## src/rtl/uhcdp_pkg.sv

```systemverilog
// Shared constants, status codes and the hand-off record of the descriptor parser.
package uhcdp_pkg;

  // Byte positions and sub-descriptor starts.
  localparam logic [16:0] PosMax        = 17'h1FFFF;
  localparam logic [16:0] FirstSubStart = 17'd9;
  localparam int unsigned WinDepth      = 8;
  localparam int unsigned TailBytes     = 5;

  // Descriptor codes.
  localparam logic [7:0] ConfigType    = 8'h02;
  localparam logic [7:0] KindInterface = 8'h04;
  localparam logic [7:0] KindEndpoint  = 8'h05;
  localparam logic [7:0] HubClass      = 8'h09;
  localparam logic [1:0] InterruptAttr = 2'b11;
  localparam logic [15:0] DefaultMps   = 16'd2;

  typedef enum logic [1:0] {
    StatusHubFound   = 2'd0,
    StatusNotConfig  = 2'd1,
    StatusNoHub      = 2'd2,
    StatusZeroLength = 2'd3
  } status_e;

  // State captured on the last byte, handed to the finishing stage.
  typedef struct packed {
    logic [TailBytes-1:0][7:0] bytes;      // bytes at positions pos-4 .. pos
    logic [16:0]               pos;
    logic [15:0]               total_len;
    logic [16:0]               next_start;
    logic                      pending;    // a sub-descriptor still starts at or before pos
    logic                      header_ok;
    logic                      zero_seen;
    logic [7:0]                intf_class;
    logic [7:0]                ep_addr;
    logic [15:0]               ep_mps;
  } tail_snap_t;

endpackage

```

## src/rtl/usb_hub_config_descriptor_parser.sv

```systemverilog
// Top level of the configuration descriptor parser.
// Takes one descriptor byte per cycle while in_ready_o is high; input stalls while a snapshot waits.
// The byte marked last is captured into the walk stage's snapshot register, and the finishing stage,
// which runs up to five pending visits, registers the result from that snapshot.
// Reset clears the walk state and both valid flags; the next descriptor starts at offset 0,
// as it does after every last byte.
module usb_hub_config_descriptor_parser import uhcdp_pkg::*; (
  input  logic        clk_i,
  input  logic        rst_ni,
  input  logic        in_valid_i,
  output logic        in_ready_o,
  input  logic [7:0]  data_byte_i,
  input  logic        last_byte_i,
  output logic        out_valid_o,
  input  logic        out_ready_i,
  output logic [1:0]  status_o,
  output logic [4:0]  endpoint_id_o,
  output logic [15:0] max_packet_o
);

  logic       snap_valid;
  tail_snap_t snap;
  logic       snap_take;

  // Byte walk and snapshot.
  uhcdp_core u_core (
    .clk_i        (clk_i),
    .rst_ni       (rst_ni),
    .in_valid_i   (in_valid_i),
    .in_ready_o   (in_ready_o),
    .data_byte_i  (data_byte_i),
    .last_byte_i  (last_byte_i),
    .snap_valid_o (snap_valid),
    .snap_o       (snap),
    .snap_take_i  (snap_take)
  );

  // Final visits and result register.
  uhcdp_tail u_tail (
    .clk_i         (clk_i),
    .rst_ni        (rst_ni),
    .snap_valid_i  (snap_valid),
    .snap_i        (snap),
    .snap_take_o   (snap_take),
    .out_valid_o   (out_valid_o),
    .out_ready_i   (out_ready_i),
    .status_o      (status_o),
    .endpoint_id_o (endpoint_id_o),
    .max_packet_o  (max_packet_o)
  );

endmodule

```

## src/rtl/uhcdp_core.sv

```systemverilog
// Byte-by-byte front end: header capture, sub-descriptor walk and last-byte snapshot.
module uhcdp_core import uhcdp_pkg::*; (
  input  logic       clk_i,
  input  logic       rst_ni,
  input  logic       in_valid_i,
  output logic       in_ready_o,
  input  logic [7:0] data_byte_i,
  input  logic       last_byte_i,
  output logic       snap_valid_o,
  output tail_snap_t snap_o,
  input  logic       snap_take_i
);

  logic [16:0] pos_q;
  logic [15:0] total_q, total_d;
  logic [16:0] next_q, next_d;
  logic        hdr_ok_q, hdr_ok_d;
  logic        done_q, done_d;
  logic        zero_q, zero_d;
  logic [7:0]  cls_q, cls_d;
  logic [7:0]  addr_q, addr_d;
  logic [15:0] mps_q, mps_d;
  logic [7:0]  win_q [WinDepth];
  logic [7:0]  win_d [WinDepth];
  logic [7:0]  vb [6];
  logic        snap_valid_q;
  tail_snap_t  snap_q, snap_d;
  logic        accept;
  logic        visit_now;
  logic        past_end;

  assign in_ready_o   = !snap_valid_q || snap_take_i;
  assign accept       = in_valid_i && in_ready_o;
  assign snap_valid_o = snap_valid_q;
  assign snap_o       = snap_q;

  // Window update, header capture and the visit of a sub-descriptor whose byte 5 arrives now.
  always_comb begin
    win_d = win_q;
    win_d[pos_q[2:0]] = data_byte_i;

    hdr_ok_d = hdr_ok_q;
    total_d  = total_q;
    if (pos_q == 17'd1) begin
      hdr_ok_d = (data_byte_i == ConfigType);
    end else if (pos_q == 17'd2) begin
      total_d = {total_q[15:8], data_byte_i};
    end else if (pos_q == 17'd3) begin
      total_d = {data_byte_i, total_q[7:0]};
    end

    // Bytes 0..5 of the sub-descriptor that starts five bytes back.
    for (int k = 0; k < 6; k++) begin
      vb[k] = win_d[pos_q[2:0] + 3'(k + 3)];
    end

    visit_now = !done_q && (({1'b0, next_q} + 18'd5) == {1'b0, pos_q});
    past_end  = {1'b0, pos_q} >= ({2'b00, total_q} + 18'd3);

    next_d = next_q;
    done_d = done_q;
    zero_d = zero_q;
    cls_d  = cls_q;
    addr_d = addr_q;
    mps_d  = mps_q;
    if (visit_now) begin
      if (past_end) begin
        done_d = 1'b1;
      end else begin
        if (vb[1] == KindInterface) begin
          cls_d = vb[5];
        end else if (vb[1] == KindEndpoint && vb[3][1:0] == InterruptAttr) begin
          addr_d = vb[2];
          mps_d  = {vb[5], vb[4]};
        end
        if (vb[0] == 8'd0) begin
          zero_d = 1'b1;
          done_d = 1'b1;
        end else begin
          next_d = next_q + 17'(vb[0]);
        end
      end
    end

    // Snapshot for the finishing stage.
    for (int j = 0; j < TailBytes; j++) begin
      snap_d.bytes[j] = win_d[pos_q[2:0] + 3'(j + 4)];
    end
    snap_d.pos         = pos_q;
    snap_d.total_len   = total_d;
    snap_d.next_start  = next_d;
    snap_d.pending     = !done_d && (next_d <= pos_q);
    snap_d.header_ok   = hdr_ok_d;
    snap_d.zero_seen   = zero_d;
    snap_d.intf_class  = cls_d;
    snap_d.ep_addr     = addr_d;
    snap_d.ep_mps      = mps_d;
  end

  // Walk state; a last-byte transfer returns it to the reset values.
  always_ff @(posedge clk_i or negedge rst_ni) begin
    if (!rst_ni) begin
      pos_q    <= '0;
      total_q  <= '0;
      next_q   <= FirstSubStart;
      hdr_ok_q <= 1'b0;
      done_q   <= 1'b0;
      zero_q   <= 1'b0;
      cls_q    <= '0;
      addr_q   <= '0;
      mps_q    <= '0;
    end else if (accept) begin
      if (last_byte_i) begin
        pos_q    <= '0;
        total_q  <= '0;
        next_q   <= FirstSubStart;
        hdr_ok_q <= 1'b0;
        done_q   <= 1'b0;
        zero_q   <= 1'b0;
        cls_q    <= '0;
        addr_q   <= '0;
        mps_q    <= '0;
      end else begin
        if (pos_q != PosMax) begin
          pos_q <= pos_q + 17'd1;
        end
        total_q  <= total_d;
        next_q   <= next_d;
        hdr_ok_q <= hdr_ok_d;
        done_q   <= done_d;
        zero_q   <= zero_d;
        cls_q    <= cls_d;
        addr_q   <= addr_d;
        mps_q    <= mps_d;
      end
    end
  end

  // Snapshot slot occupancy.
  always_ff @(posedge clk_i or negedge rst_ni) begin
    if (!rst_ni) begin
      snap_valid_q <= 1'b0;
    end else if (accept && last_byte_i) begin
      snap_valid_q <= 1'b1;
    end else if (snap_take_i) begin
      snap_valid_q <= 1'b0;
    end
  end

  // Byte window and snapshot payload.
  always_ff @(posedge clk_i) begin
    if (accept) begin
      win_q <= win_d;
    end
    if (accept && last_byte_i) begin
      snap_q <= snap_d;
    end
  end

endmodule

```

## src/rtl/uhcdp_tail.sv

```systemverilog
// Finishing stage: walks the sub-descriptors left at the last byte and registers the result.
module uhcdp_tail import uhcdp_pkg::*; (
  input  logic        clk_i,
  input  logic        rst_ni,
  input  logic        snap_valid_i,
  input  tail_snap_t  snap_i,
  output logic        snap_take_o,
  output logic        out_valid_o,
  input  logic        out_ready_i,
  output logic [1:0]  status_o,
  output logic [4:0]  endpoint_id_o,
  output logic [15:0] max_packet_o
);

  logic [TailBytes-1:0] past_end;
  logic [7:0]  tb [16];
  logic        act;
  logic [3:0]  off;
  logic [7:0]  len;
  logic [7:0]  kind;
  logic        zero;
  logic [7:0]  cls;
  logic [7:0]  addr;
  logic [15:0] mps;
  status_e     status_d;
  logic [4:0]  id_d;
  logic [15:0] mps_d;
  logic        out_valid_q;
  logic [1:0]  status_q;
  logic [4:0]  id_q;
  logic [15:0] mps_q;

  assign snap_take_o   = snap_valid_i && (!out_valid_q || out_ready_i);
  assign out_valid_o   = out_valid_q;
  assign status_o      = status_q;
  assign endpoint_id_o = id_q;
  assign max_packet_o  = mps_q;

  // A start at offset o (position pos-4+o) ends the walk when it lies at total-2 or beyond.
  always_comb begin
    for (int o = 0; o < TailBytes; o++) begin
      past_end[o] = ({1'b0, snap_i.pos} + 18'(o)) >= ({2'b00, snap_i.total_len} + 18'd2);
    end
    // Bytes past the last one read as zero.
    for (int j = 0; j < 16; j++) begin
      tb[j] = 8'd0;
    end
    for (int j = 0; j < TailBytes; j++) begin
      tb[j] = snap_i.bytes[j];
    end
  end

  // Remaining visits; each advances by at least one byte, so five steps cover the window.
  always_comb begin
    act  = snap_i.pending;
    off  = 4'(snap_i.next_start - snap_i.pos + 17'd4);
    zero = snap_i.zero_seen;
    cls  = snap_i.intf_class;
    addr = snap_i.ep_addr;
    mps  = snap_i.ep_mps;
    len  = '0;
    kind = '0;
    for (int i = 0; i < TailBytes; i++) begin
      if (act && off <= 4'd4) begin
        if (past_end[off[2:0]]) begin
          act = 1'b0;
        end else begin
          len  = tb[off];
          kind = tb[off + 4'd1];
          if (kind == KindInterface) begin
            cls = tb[off + 4'd5];
          end else if (kind == KindEndpoint && tb[off + 4'd3][1:0] == InterruptAttr) begin
            addr = tb[off + 4'd2];
            mps  = {tb[off + 4'd5], tb[off + 4'd4]};
          end
          if (len == 8'd0) begin
            zero = 1'b1;
            act  = 1'b0;
          end else if (len > 8'd4) begin
            act = 1'b0;
          end else begin
            off = off + len[3:0];
          end
        end
      end
    end

    // Status and result fields.
    id_d  = '0;
    mps_d = '0;
    if (!snap_i.header_ok) begin
      status_d = StatusNotConfig;
    end else if (zero) begin
      status_d = StatusZeroLength;
    end else if (cls != HubClass || addr == 8'd0) begin
      status_d = StatusNoHub;
    end else begin
      status_d = StatusHubFound;
      id_d     = {addr[3:0], addr[7]};
      mps_d    = (mps == 16'd0) ? DefaultMps : mps;
    end
  end

  // Result register occupancy.
  always_ff @(posedge clk_i or negedge rst_ni) begin
    if (!rst_ni) begin
      out_valid_q <= 1'b0;
    end else if (snap_take_o) begin
      out_valid_q <= 1'b1;
    end else if (out_ready_i) begin
      out_valid_q <= 1'b0;
    end
  end

  // Result payload.
  always_ff @(posedge clk_i) begin
    if (snap_take_o) begin
      status_q <= status_d;
      id_q     <= id_d;
      mps_q    <= mps_d;
    end
  end

endmodule

```

## config.mk

```make
export PLATFORM = sky130hd
export DESIGN_NAME = usb_hub_config_descriptor_parser
export DESIGN_NICKNAME = d
export VERILOG_FILES = /design/src/rtl/uhcdp_pkg.sv /design/src/rtl/usb_hub_config_descriptor_parser.sv /design/src/rtl/uhcdp_core.sv /design/src/rtl/uhcdp_tail.sv
export SDC_FILE = /design/constraint.sdc
export NUM_CORES = 1
export LEC_CHECK = 0
export BUFFER_PORTS_ARGS = -buffer_cell sky130_fd_sc_hd__buf_4
export CAP_MARGIN = 20
export CORE_MARGIN = 2
export CORE_UTILIZATION = 50
export CTS_CLUSTER_DIAMETER = 100
export DETAILED_ROUTE_END_ITERATION = 16
export PLACE_DENSITY = 0.66
export SYNTH_ARGS = -nofsm -noshare
export SYNTH_HDL_FRONTEND = slang
export SYNTH_SLANG_ARGS = --single-unit
```

## constraint.sdc

```tcl
create_clock -name clk_i -period 12.3 [get_ports clk_i]
set_clock_uncertainty 0.1 [all_clocks]
set_input_delay 1.23 -clock clk_i [delete_from_list [all_inputs] [get_ports clk_i]]
set_output_delay 1.23 -clock clk_i [all_outputs]
set_load 0.005 [all_outputs]
```

==> implementation parameters <==
Parameter                              Value

Run status
  Outcome    finished, final reports clean

Cells and area
  Number of nets in the layout    3,331
  Final Core Density    56.7%
  Most common cell after layout, fill and taps aside    sky130_fd_sc_hd__nand2_1
  Filler instances    5,114
  Area used by multi-input combinational logic    19,300 sq um
  Layout area overhead    12.2%
  Ant. Diodes    0
  Flip-flop and latch area    8160 sq um
  Most frequent cells in the layout    sky130_fd_sc_hd__nand2_1 (285), sky130_fd_sc_hd__buf_4 (229), sky130_fd_sc_hd__nor2_1 (221)
  Filler-free cell count of the finished design    3,916
  Share of cells above drive strength 1    22.0%

Critical path
  Crit-path most repeated cell    sky130_fd_sc_hd__buf_4
  Type of the worst setup path    register to register
  CP bufs+invs    11
  Maximum single-stage delay on the critical path    0.58 ns
  Crit path arrival time    12.25 ns
  Worst setup EP type    register
  Critical path's slowest cell    sky130_fd_sc_hd__edfxtp_1
  Largest driver fanout on the critical path    14
  Critical Path Source    u_core.snap_o[68]$_DFFE_PP_
  Data required time at the worst endpoint    12.58 ns
  Cell count of the worst reg-to-reg path    49
  Crit path depth    49
  Flop2flop setup slack    0.33 ns
  Largest delay contributor family on the critical path    simple AND/OR/NAND/NOR gates
  Reg-to-reg critical path endpoint    u_tail.max_packet_o[1]$_SDFFCE_PP0P_
  Sort of element at the start of the critical path    register
  Reg-to-reg startpoint    u_core.snap_o[68]$_DFFE_PP_
  Worst setup path endpoint    u_tail.max_packet_o[1]$_SDFFCE_PP0P_

Yosys
  Number of enable-type register cells in the synthesized netlist    199
  Yosys synthesis warning count    0
  Dominant cells by area after synthesis    sky130_fd_sc_hd__edfxtp_1 (21%), sky130_fd_sc_hd__ha_1 (7.8%), sky130_fd_sc_hd__dfrtp_1 (7.5%)
  Gate count of the mapped netlist    3,088
  Post-synth design cell area    28,500 sq um
  Number of register bits inferred by synthesis    286
  Prevailing post-synth register cell    sky130_fd_sc_hd__edfxtp_1
  FFs w/ async S/R, synth    30.4%
  Proportion of netlist area held by the largest area contributor    21.0%
  Post-Synthesis Net Count    3,284
  Count of distinct cell types in the synthesized netlist    112
  Cell accounting for the most synthesized area    sky130_fd_sc_hd__edfxtp_1
  Average cell area after synthesis    9.22 sq um
  Post-synthesis sequential area ratio    28.6%

Pwr
  Leakage power    12.6 nW
  Power dissipated by switching net loads    2.12 mW
  Sw frac    43.4%
  Combinational Power Share    53.0%
  Overall Power    4.89 mW
  IR Drop Worst-Case VDD    0.127 mV
  Power density over the cells    153 nW/um^2
  Internal portion of total power    2.77 mW
  Part of the power in the clock network    23.0%
  Flop pwr share    24.0%

Routing
  Total Wirelength    113,000 um
  DR DRC count    0
  DRC marker count from the first detailed-route iteration    3,432
  Via count    26,800
  Post-route antenna net violation count    0
  Per-cell via count in the routed design    6.84
  Wire length per cell after detailed routing    28.8 um
  Router iterations before antenna repair    6

Global route
  Tot GR Track Use    37.4%
  Antenna violations before repair    2
  Maximum number of pins on one net before global-route repair    77
  GRT Residual Overflow    0
  Vias in the first global route    26,100
  Wire length of the first global-routing pass    168,000 um

Clock tree
  Post-CTS clock slew at the launch and capture registers of the worst setup and hold paths    0.06 ns
  Cts-stage hold buffer count    0
  Clock insertion delay at the later pin of the skew report    0.57 ns
  Clk sink count    286
  Number of buffers on the longest clock path    3
  TritonCTS Buffers    34
  Root Driver    sky130_fd_sc_hd__clkbuf_16
  Level count of the clock H-tree    2
  TritonCTS clock tree    done

Floorplan
  Die span in y    243 um
  Starting utilization of the core area    50.5%
  Number of placement rows    87
  Overall die area    58,900 sq um
  I/O pin count    38
  CORE AREA    56,400 sq um
  X dimension of the die    243 um

Timing
  Hold Fails Final Rpt    0
  Final critical-path share of the clock period    97.4%
  Final setup violation count    0
  Count of final max-slew check failures    0
  Headroom to the max-slew limit    22.7%
  Highest attainable clock frequency    83.5 MHz
  Final sum of negative setup slack    0 ns
  Worst-Margin Slew    1.15 ns
  Final worst hold slack    0.401 ns
  Final min period    11.97 ns

Placement
  Count of input and output buffers    37
  Placer congestion estimate    1.05
  Half-perimeter wire length after detailed placement    83,000 um
  Placed cell count    3,839

Job
  Number of maximum-capacitance violations    0

Hold path
  HP Class    register to register
[synth_stat cells (44+ instances only)]
library cell,number
sky130_fd_sc_hd__o21ai_0,115
sky130_fd_sc_hd__a21o_1,46
sky130_fd_sc_hd__mux2_2,184
sky130_fd_sc_hd__a21oi_1,203
sky130_fd_sc_hd__nand3_1,136
sky130_fd_sc_hd__ha_1,177
sky130_fd_sc_hd__a211oi_1,44
sky130_fd_sc_hd__edfxtp_1,199
sky130_fd_sc_hd__mux4_2,91
sky130_fd_sc_hd__nor2_1,228
sky130_fd_sc_hd__a22o_1,60
sky130_fd_sc_hd__clkbuf_1,170
sky130_fd_sc_hd__mux2i_1,93
sky130_fd_sc_hd__inv_1,99
sky130_fd_sc_hd__xor2_1,70
sky130_fd_sc_hd__xnor2_1,107
sky130_fd_sc_hd__dfrtp_1,85
sky130_fd_sc_hd__o211ai_1,45
sky130_fd_sc_hd__nand2_1,286
sky130_fd_sc_hd__nor3_1,58
[power groups by stage]
stage / Clock [mW] / Combinational, mW / Sequential, mW
final: 1.13 / 2.59 / 1.17
after global routing: 1.18 / 2.75 / 1.18
after CTS: 1.14 / 2.46 / 1.17
after detailed placement: 0 / 2.44 / 1.19
after global placement: 0 / 2.42 / 1.19
after floorplan: 0 / 1.67 / 1.18
[kinds of logic (layout without fill, tap and decap cells)]
| logic type | after synthesis | count (layout) | share of synthesized area, % |
|---|---|---|---|
| AO/OA/AOI/OAI | 731 | 731 | 17.6 |
| XOR/XNOR | 179 | 179 | 5.58 |
| adder cells (fa/ha/maj) | 184 | 184 | 8.24 |
| buffers and inverters | 342 | 414 | 4.77 |
| flip-flops | 286 | 286 | 28.6 |
| multiplexers | 370 | 370 | 17.9 |
| AND/OR/NAND/NOR | 996 | 996 | 17.3 |
[state kept, by name, summed over array words and instances, names as in the netlist]
register,flops
u_core.snap_o,112
u_core.win_q,64
u_core.next_q,17
u_core.pos_q,17
u_core.mps_q,16
u_core.total_q,16
u_tail.max_packet_o,16
u_core.addr_q,8
u_core.cls_q,8
u_tail.endpoint_id_o,5
u_tail.status_o,2
u_core.done_q,1
u_core.hdr_ok_q,1
u_core.snap_valid_o,1
u_core.zero_q,1
u_tail.out_valid_o,1
[worst register-to-register path: cells and delay by family, from the launching register on]
| kind | cells | cell delay, ns |
|---|---|---|
| and+or+nand+nor | 14 | 3.28 |
| adders and majority gates | 6 | 1.94 |
| DFF | 1 | 0.58 |
| AOI/OAI and AO/OA | 13 | 3.07 |
| buffers and inverters | 11 | 1.73 |
| xor gates and xnor gates | 1 | 0.11 |
| muxes | 4 | 0.97 |
[final cells by class]
class | count | area share (%)
repair buffers | 240 | 5.85
clock inverters | 19 | 0.889
well taps | 756 | 2.96
multi-input cells | 2460 | 60.3
flip-flops and latches | 286 | 25.5
inverters | 113 | 1.38
clock buffers | 42 | 3.05
[worst min path at each step]
stage                                                 to  cells past startpoint                             from
after global routing        u_core.addr_q[0]$_DFFE_PN0P_                      1     u_core.addr_q[0]$_DFFE_PN0P_
after global placement    u_tail.out_valid_o$_DFFE_PN0P_                      1  u_core.snap_valid_o$_DFFE_PN0P_
after floorplan           u_tail.out_valid_o$_DFFE_PN0P_                      1  u_core.snap_valid_o$_DFFE_PN0P_
after detailed placement  u_tail.out_valid_o$_DFFE_PN0P_                      1  u_core.snap_valid_o$_DFFE_PN0P_
after CTS                 u_tail.out_valid_o$_DFFE_PN0P_                      1  u_core.snap_valid_o$_DFFE_PN0P_
final                       u_core.addr_q[2]$_DFFE_PN0P_                      1     u_core.addr_q[2]$_DFFE_PN0P_
[stage by stage]
step	area (sq um)	worst slack, ns
finish	32000	0.325
global route	32000	-0.0996
CTS	31500	0.0365
detailed placement	30300	-0.0386
global placement	30300	0.0128
floorplan	28500	0.00189
[per-layer routing]
layer	GRT usage [%]	wire length [um]	part of all wire [%]	vias up
li1	-	-	-	11700
met1	51.3	46900	42	13100
met2	56.6	48300	43	1577
met3	8.25	11800	10	341
met4	16.7	5770	5.1	2
met5	0	13	0.012	-
[repair_timing]
item / 4_1_cts / 5_1_grt
pin swaps: 0 / 6
setup buffers: 0 / 13
gates resized for setup: 2 / 65
endpoints found under the setup margin: 1 / 22
Power figures use the tool's default switching activity.
